`src/hdl/assert_macros.svh`:
```
// ----------------------------------------------------------------------------
// Assertion macros
// Shared concurrent assertion shorthands, clocked on clk, reset by rst_n.
// ----------------------------------------------------------------------------
`ifndef ASSERT_MACROS_SVH
`define ASSERT_MACROS_SVH
`ifndef SYNTHESIS
`define ASSERT_ALWAYS(lbl, expr) \
    lbl: assert property (@(posedge clk) disable iff (!rst_n) (expr)) \
        else $error("assertion failed");
`define ASSERT_NEXT(lbl, ante, cons) \
    lbl: assert property (@(posedge clk) disable iff (!rst_n) (ante) |=> (cons)) \
        else $error("assertion failed");
`define ASSERT_SAME(lbl, ante, cons) \
    lbl: assert property (@(posedge clk) disable iff (!rst_n) (ante) |-> (cons)) \
        else $error("assertion failed");
`else
`define ASSERT_ALWAYS(lbl, expr)
`define ASSERT_NEXT(lbl, ante, cons)
`define ASSERT_SAME(lbl, ante, cons)
`endif
`endif

```
`src/hdl/tdps_pkg.sv`:
```
// ----------------------------------------------------------------------------
// Tail-drop scheduler package
// Sizes, arithmetic unit operations, request/response types and ring step.
// ----------------------------------------------------------------------------
package tdps_pkg;

    localparam int BUF_DEPTH = 64;
    localparam int PTR_W     = $clog2(BUF_DEPTH);
    localparam int OCC_W     = $clog2(BUF_DEPTH + 1);
    localparam int CFG_W     = 7;
    localparam int TIME_W    = 32;
    localparam int DUR_W     = 16;

    typedef enum logic [1:0]
    {
        ALU_LE,
        ALU_MAX,
        ALU_ADD_SAT
    } alu_op_t;

    typedef struct packed
    {
        alu_op_t             op;
        logic [TIME_W-1:0]   a;
        logic [TIME_W-1:0]   b;
    } alu_req_t;

    typedef struct packed
    {
        logic [TIME_W-1:0]   value;
        logic                flag;
    } alu_rsp_t;

    function automatic logic [PTR_W-1:0] ring_next(input logic [PTR_W-1:0] p);
        logic [PTR_W-1:0] r;
        begin
            if (p == PTR_W'(BUF_DEPTH - 1))
            begin
                r = '0;
            end
            else
            begin
                r = p + PTR_W'(1);
            end
            return r;
        end
    endfunction

endpackage

```
`src/hdl/tdps_ram.sv`:
```
// ----------------------------------------------------------------------------
// Generic RAM
// One write port, one read port with registered read data.
// ----------------------------------------------------------------------------
module tdps_ram
#(
    parameter int WIDTH = 32,
    parameter int DEPTH = 64
)
(
    input  logic                     clk,
    input  logic                     we,
    input  logic [$clog2(DEPTH)-1:0] waddr,
    input  logic [WIDTH-1:0]         wdata,
    input  logic [$clog2(DEPTH)-1:0] raddr,
    output logic [WIDTH-1:0]         rdata
);

    logic [WIDTH-1:0] mem [DEPTH];

    always_ff @(posedge clk)
    begin
        if (we)
        begin
            mem[waddr] <= wdata;
        end
        rdata <= mem[raddr];
    end

endmodule

```
`src/hdl/tdps_alu.sv`:
```
// ----------------------------------------------------------------------------
// Shared time unit
// Compare, maximum and saturating add over 32-bit tick values.
// ----------------------------------------------------------------------------
module tdps_alu
    import tdps_pkg::*;
(
    input  alu_req_t req,
    output alu_rsp_t rsp
);

    logic [TIME_W:0] sum;

    always_comb
    begin
        sum       = {1'b0, req.a} + {1'b0, req.b};
        rsp.flag  = (req.a <= req.b);
        rsp.value = req.a;
        unique case (req.op)
            ALU_LE:
            begin
                rsp.value = req.a;
            end
            ALU_MAX:
            begin
                rsp.value = (req.a > req.b) ? req.a : req.b;
            end
            ALU_ADD_SAT:
            begin
                rsp.value = sum[TIME_W] ? {TIME_W{1'b1}} : sum[TIME_W-1:0];
            end
            default:
            begin
                rsp.value = req.a;
            end
        endcase
    end

endmodule

```
`src/hdl/tail_drop_packet_scheduler_top.sv`:
```
// ----------------------------------------------------------------------------
// Tail-drop packet scheduler
// Schedules packets on one server behind a bounded buffer; drops when full.
// ----------------------------------------------------------------------------
// Usage:
//   s_tdata carries one packet request: arrival_time and duration.
//   m_tdata/m_tuser return one result per request: start_time and dropped.
//   cfg_we/cfg_wdata write buffer_size (capped at 64); the user must write it
//   only while the block idles, which the block itself does not enforce.
// Sequencing:
//   A request passes IDLE and CHECK when dropped, and IDLE, CHECK, START and
//   FINISH when accepted; each buffered packet retired on its arrival adds a
//   LOOK and CHECK pass. m_tvalid rises from the output register once CHECK
//   (dropped) or FINISH (accepted) ends with a free slot. Retirement reads
//   the finish-time RAM one entry at a time; every compare, max and add goes
//   through the one shared time unit. s_tready is high only in S_IDLE.
// Reset:
//   The buffer empties, last finish time clears, buffer_size returns to 64.
//   No RAM clearing pass is needed; only written entries are read.
// Stall:
//   A finished result sits in the output register; the block takes the next
//   request meanwhile and holds its own result until m_tready frees the slot.
// ----------------------------------------------------------------------------
`include "assert_macros.svh"

module tail_drop_packet_scheduler_top
    import tdps_pkg::*;
(
    input  logic                clk,
    input  logic                rst_n,
    input  logic                s_tvalid,
    output logic                s_tready,
    input  logic [47:0]         s_tdata,   // arrival_time[31:0], duration[47:32]
    output logic                m_tvalid,
    input  logic                m_tready,
    output logic [31:0]         m_tdata,   // start_time[31:0]
    output logic [0:0]          m_tuser,   // dropped[0]
    input  logic                cfg_we,
    input  logic [CFG_W-1:0]    cfg_wdata
);

    typedef enum logic [2:0]
    {
        S_IDLE,
        S_LOOK,
        S_CHECK,
        S_START,
        S_FINISH
    } state_t;

    state_t              state_reg, state_next;
    logic [TIME_W-1:0]   arr_reg, arr_next;
    logic [DUR_W-1:0]    dur_reg, dur_next;
    logic [TIME_W-1:0]   start_reg, start_next;
    logic [TIME_W-1:0]   last_reg, last_next;
    logic [PTR_W-1:0]    head_reg, head_next;
    logic [PTR_W-1:0]    tail_reg, tail_next;
    logic [OCC_W-1:0]    occ_reg, occ_next;
    logic [CFG_W-1:0]    size_reg;
    logic                out_valid_reg, out_valid_next;
    logic [TIME_W-1:0]   out_time_reg, out_time_next;
    logic                out_drop_reg, out_drop_next;

    alu_req_t            alu_req;
    alu_rsp_t            alu_rsp;
    logic [TIME_W-1:0]   ram_rdata;
    logic                ram_we;
    logic [OCC_W-1:0]    cap;
    logic                slot_free;

    tdps_ram
    #(
        .WIDTH(TIME_W),
        .DEPTH(BUF_DEPTH)
    )
    u_fifo_ram
    (
        .clk  (clk),
        .we   (ram_we),
        .waddr(tail_reg),
        .wdata(alu_rsp.value),
        .raddr(head_reg),
        .rdata(ram_rdata)
    );

    tdps_alu u_alu
    (
        .req(alu_req),
        .rsp(alu_rsp)
    );

    assign cap       = (size_reg > CFG_W'(BUF_DEPTH)) ? OCC_W'(BUF_DEPTH) : OCC_W'(size_reg);
    assign slot_free = !out_valid_reg || m_tready;
    assign s_tready  = (state_reg == S_IDLE);
    assign m_tvalid  = out_valid_reg;
    assign m_tdata   = out_time_reg;
    assign m_tuser   = out_drop_reg;
    assign ram_we    = (state_reg == S_FINISH) && slot_free;

    always_comb
    begin
        state_next     = state_reg;
        arr_next       = arr_reg;
        dur_next       = dur_reg;
        start_next     = start_reg;
        last_next      = last_reg;
        head_next      = head_reg;
        tail_next      = tail_reg;
        occ_next       = occ_reg;
        out_valid_next = out_valid_reg && !m_tready;
        out_time_next  = out_time_reg;
        out_drop_next  = out_drop_reg;
        alu_req.op     = ALU_LE;
        alu_req.a      = ram_rdata;
        alu_req.b      = arr_reg;
        unique case (state_reg)
            S_IDLE:
            begin
                if (s_tvalid)
                begin
                    arr_next   = s_tdata[TIME_W-1:0];
                    dur_next   = s_tdata[TIME_W+DUR_W-1:TIME_W];
                    state_next = S_CHECK;
                end
            end
            S_LOOK:
            begin
                state_next = S_CHECK;
            end
            S_CHECK:
            begin
                if ((occ_reg != '0) && alu_rsp.flag)
                begin
                    head_next  = ring_next(head_reg);
                    occ_next   = occ_reg - OCC_W'(1);
                    state_next = S_LOOK;
                end
                else if (occ_reg >= cap)
                begin
                    if (slot_free)
                    begin
                        out_valid_next = 1'b1;
                        out_time_next  = '0;
                        out_drop_next  = 1'b1;
                        state_next     = S_IDLE;
                    end
                end
                else
                begin
                    state_next = S_START;
                end
            end
            S_START:
            begin
                alu_req.op = ALU_MAX;
                alu_req.a  = arr_reg;
                alu_req.b  = last_reg;
                start_next = alu_rsp.value;
                state_next = S_FINISH;
            end
            S_FINISH:
            begin
                alu_req.op = ALU_ADD_SAT;
                alu_req.a  = start_reg;
                alu_req.b  = TIME_W'(dur_reg);
                if (slot_free)
                begin
                    tail_next      = ring_next(tail_reg);
                    occ_next       = occ_reg + OCC_W'(1);
                    last_next      = alu_rsp.value;
                    out_valid_next = 1'b1;
                    out_time_next  = start_reg;
                    out_drop_next  = 1'b0;
                    state_next     = S_IDLE;
                end
            end
            default:
            begin
                state_next = S_IDLE;
            end
        endcase
    end

    always_ff @(posedge clk or negedge rst_n)
    begin
        if (!rst_n)
        begin
            state_reg     <= S_IDLE;
            arr_reg       <= '0;
            dur_reg       <= '0;
            start_reg     <= '0;
            last_reg      <= '0;
            head_reg      <= '0;
            tail_reg      <= '0;
            occ_reg       <= '0;
            size_reg      <= CFG_W'(64);
            out_valid_reg <= 1'b0;
            out_time_reg  <= '0;
            out_drop_reg  <= 1'b0;
        end
        else
        begin
            state_reg     <= state_next;
            arr_reg       <= arr_next;
            dur_reg       <= dur_next;
            start_reg     <= start_next;
            last_reg      <= last_next;
            head_reg      <= head_next;
            tail_reg      <= tail_next;
            occ_reg       <= occ_next;
            out_valid_reg <= out_valid_next;
            out_time_reg  <= out_time_next;
            out_drop_reg  <= out_drop_next;
            if (cfg_we)
            begin
                size_reg <= cfg_wdata;
            end
        end
    end

    `ASSERT_ALWAYS(a_occ_bound, occ_reg <= OCC_W'(BUF_DEPTH))
    `ASSERT_NEXT(a_busy_after_accept, s_tvalid && s_tready, !s_tready)
    `ASSERT_SAME(a_drop_zero_start, m_tvalid && m_tuser[0], m_tdata == '0)
    `ASSERT_SAME(a_write_has_room, ram_we, occ_reg < cap)

endmodule

```
`config.mk`:
```
export PLATFORM = sky130hd
export DESIGN_NAME = tail_drop_packet_scheduler_top
export DESIGN_NICKNAME = d
export VERILOG_FILES = /design/src/hdl/tdps_pkg.sv /design/src/hdl/tdps_ram.sv /design/src/hdl/tdps_alu.sv /design/src/hdl/tail_drop_packet_scheduler_top.sv
export VERILOG_INCLUDE_DIRS = /design/src /design/src/hdl
export SDC_FILE = /design/constraint.sdc
export NUM_CORES = 2
export LEC_CHECK = 0
export BUFFER_PORTS_ARGS = -buffer_cell sky130_fd_sc_hd__buf_2
export CAP_MARGIN = 20
export CELL_PAD_IN_SITES_DETAIL_PLACEMENT = 0
export CELL_PAD_IN_SITES_GLOBAL_PLACEMENT = 1
export CORE_MARGIN = 3
export CORE_UTILIZATION = 45
export CTS_BUF_LIST = sky130_fd_sc_hd__clkbuf_2 sky130_fd_sc_hd__clkbuf_4 sky130_fd_sc_hd__clkbuf_8
export DETAILED_ROUTE_END_ITERATION = 8
export PLACE_DENSITY = 0.69
export SYNTH_ARGS = -nofsm -noshare
export SYNTH_HDL_FRONTEND = slang
export SYNTH_HIERARCHICAL = 1
export SYNTH_SLANG_ARGS = --single-unit
```
`constraint.sdc`:
```
create_clock -name clk -period 10.5 [get_ports clk]
set_input_delay 1.05 -clock clk [delete_from_list [all_inputs] [get_ports clk]]
set_output_delay 1.05 -clock clk [all_outputs]
set_load 0.02 [all_outputs]
```
==> summary.md <==
- **run status** finished clean
- **count of endpoints failing setup in the final report** 0
- **FF/Latch Area** 66500 um^2
- **number of endpoints with negative hold slack in the final report** 0
- **dominant synthesized flop cell** sky130_fd_sc_hd__edfxtp_1
- **area leader, netlist** sky130_fd_sc_hd__edfxtp_1
- **placeable core area** 199000 um^2
- **Clock Sinks** 2255
- **total number of vias** 48.2k
- **minimum hold slack** 0.139 ns
- **average via count per standard cell** 6.06
- **multi-input gate area in the final layout** 23100 um^2
- **number of cells traversed by the worst register-to-register path** 16
- **synthesized area per cell** 19.3 um^2
- **slack of the worst reg-to-reg path** 3.81 ns
- **share of synthesized registers carrying an async set or reset** 7.76%
- **Critical path destination** u_fifo_ram/mem[14][30]
- **setup slack after placement** 3.86 ns
- **width of the chip** 454 um
- **Worst Setup Start Kind** register
- **top post-synthesis cells by area** sky130_fd_sc_hd__edfxtp_1 68%, sky130_fd_sc_hd__mux4_2 14%, sky130_fd_sc_hd__dfrtp_1 4.8%
- **post-synthesis simple-gate area fraction** 3.41%
- **crit path max fanout** 55
- **GR Util All Layers** 23.8%
- **Overflow after GRT** 0
- **clock buffer count from CTS** 371
- **Total Power** 33.4 mW
- **worst reg2reg endpoint** u_fifo_ram/mem[14][30]
- **register with the highest flop count** u_fifo_ram/mem
- **H-tree depth** 5
- **pin slew with the least headroom to its limit** 1.13 ns
- **DRC** 0
- **die area** 207000 um^2
- **Hold/Removal Path Class** in2async
- **number of maximum-capacitance constraint violations** 0
- **number of nets produced by synthesis** 4836
- **clock input transition at the sequential cells of the worst setup and hold paths** 0.07 ns
- **xor and xnor area share after synthesis** 0.310%
- **Starting DRT DRC Count** 5651
- **buffers inserted during post-CTS setup optimization** 0
- **power density over the cells** 327 nW/um^2
- **fin. max-slew vios** 0
- **vias in the first global route** 48.4k
- **compound-cell area share of the yosys netlist** 4.32%
- **flip-flop count of the largest register after layout** 2048
- **max-slew headroom at the worst pin** 24.6%
- **endpoint class of the critical path** register
- **Port Buf Inserts** 94
- **hpwl dp** 135000 um
- **skew final** 0.0734 ns
- **count of cells resized by post-cts repair** 0
- **source-to-sink clock delay at the later pin of the worst-skew pair** 1.06 ns
- **largest family of logic cells by synthesized area** multiplexers
- **signed area change from the synthesized netlist to the final layout** 12.6%
- **maximum clock insertion buffer count** 4
- **Starting Density** 45.6%
- **R2R Path Start** state_reg[2]
- **wire length of the first global-routing pass** 351000 um
- **Worst Setup SP** state_reg[2]
- **total of flip-flops plus latches after synthesis** 2255
- **number of filler instances in the final layout** 16.0k
- **clock period minus final worst setup slack** 6.69 ns
- **Die Y** 454 um
- **Pre-antenna DRT Iters** 6
- **number of warnings issued by yosys** 6
- **setup repair after global routing missed its margin** false
- **reported leakage power** 33.7 nW
- **most frequent cells after synthesis** 2048 x sky130_fd_sc_hd__edfxtp_1, 544 x sky130_fd_sc_hd__mux4_2, 313 x sky130_fd_sc_hd__nand2_1, 186 x sky130_fd_sc_hd__nor2_1, 174 x sky130_fd_sc_hd__dfrtp_1
- **TritonCTS clock tree** done
- **sequential-to-total area share from yosys stat** 73.5%
- **synthesized-area fraction occupied by adder cells** 1.15%
- **ports placed on the boundary** 95
- **WS Path Type** reg2reg
- **post-route insts no fill** 7966
- **hold_buf cts** 0
- **number of synthesized flops with an enable pin** 2048
- **synthesized area** 90500 um^2
- **weighted congestion at the end of routability-driven global placement** 0.857
- **Max Clock Freq** 150 MHz
- **data arrival at the endpoint of the critical path** 7.41 ns
- **CP required** 11.22 ns
- **post-synthesis instance total** 4694
- **Antenna Nets Post-Route** 0
- **Synth cell types** 88
- **post-route setup TNS** 0 ns
- **largest vdd supply drop** 0.316 mV
- **initial antenna violation count** 16
- **final worst-path setup slack** 3.81 ns
- **fraction of layout cells with a size suffix above 1** 29.6%
- **DR WL/cell** 30.9 um
- **pin count of the biggest net entering global routing** 111
- **most common cell in the netlist** sky130_fd_sc_hd__edfxtp_1
- **nets@finish** 5194
- **buffer type at the clock tree root** sky130_fd_sc_hd__clkbuf_8
- **standard-cell row count** 163
- **drt total wl** 246000 um
- **multiplexer share of the synthesized area** 15.7%
- **number of instances in the placed design** 7315
- **final worst path period share** 63.7%
- **Yosys top cell area share** 67.9%
## how the worst min path moves through the flow
stage	cells past startpoint	start	to
2_1_floorplan	2	last_reg[16]	last_reg[16]
4_1_cts	1	rst_n	arr_reg[30]
3_5_place_dp	2	last_reg[8]	last_reg[8]
6_report	1	rst_n	arr_reg[16]
3_3_place_gp	2	last_reg[8]	last_reg[8]
5_1_grt	1	rst_n	arr_reg[30]
## layout by cell type, fill, tap and decap left out, drive strengths merged, types with 7 or more instances in the layout
master,instances
or3,7
o31ai,9
nand2,313
mux2i,93
xor2,8
nor3,23
a22oi,90
nand4,13
a211oi,11
nand3,13
mux4,544
mux2,88
a21o,14
xnor2,24
nor2,187
clkbuf,536
o211ai,9
and3,43
dfrtp,174
a22o,48
nor2b,32
inv,66
or2,7
edfxtp,2048
o22ai,84
o221ai,30
diode,14
dfxtp,32
ha,80
a21oi,132
clkinv,97
nand2b,18
o21bai,7
buf,248
a311oi,12
o21ai,90
## critical path: stages, from the launching register on
cell                      delay, ns
sky130_fd_sc_hd__dfrtp_1       0.43
sky130_fd_sc_hd__and3b_4       0.86
sky130_fd_sc_hd__buf_4         0.58
sky130_fd_sc_hd__a22o_1        0.28
sky130_fd_sc_hd__inv_1         0.06
sky130_fd_sc_hd__ha_1          0.49
sky130_fd_sc_hd__nand4_1       0.21
sky130_fd_sc_hd__nor4_1        0.48
sky130_fd_sc_hd__nand3_1       0.16
sky130_fd_sc_hd__a22oi_1       0.25
sky130_fd_sc_hd__o21ai_2       0.10
sky130_fd_sc_hd__nor2_2        0.60
sky130_fd_sc_hd__buf_4         0.46
sky130_fd_sc_hd__a22o_1        0.18
sky130_fd_sc_hd__a22oi_1       0.07
sky130_fd_sc_hd__nand2_2       0.43
sky130_fd_sc_hd__buf_4         0.60
## metrics by stage
step,utilization [%],cell area (um^2)
finish,51.3,102000
global route,51.3,102000
CTS,51.3,102000
detailed placement,47.8,95000
global placement,47.8,94900
floorplan,-,90500
## cell type report
type,count,share of cell area (%)
clock buffers,533,6.30
flip-flops and latches,2255,65.3
well taps,2640,3.24
repair buffers,251,1.80
multi-input cells,2107,22.7
inverters,66,0.245
clock inverters,100,0.418
diodes,14,0.0344
## metal layers
metal	global-route usage [%]	vias to the layer above	share of wire, %
met4	7.43	6	3.0
li1	-	19900	-
met2	38.1	2176	48
met1	33.2	25700	41
met3	4.37	421	8.1
met5	0	-	0.016
## logic make-up after synthesis
group	after synthesis
flops	2255
mux	725
simple gates	689
compound gates	579
buf+inv	332
fa+ha+maj	82
xor+xnor	32
## report_power, final
part           internal (mW)  switching, mW  leakage [nW]
Sequential              12.8          0.540          20.9
Combinational           4.16           8.61          9.16
Clock                   3.90           3.33          3.67
Total                   20.9           12.5          33.7
(Power assumes the default switching activity.)
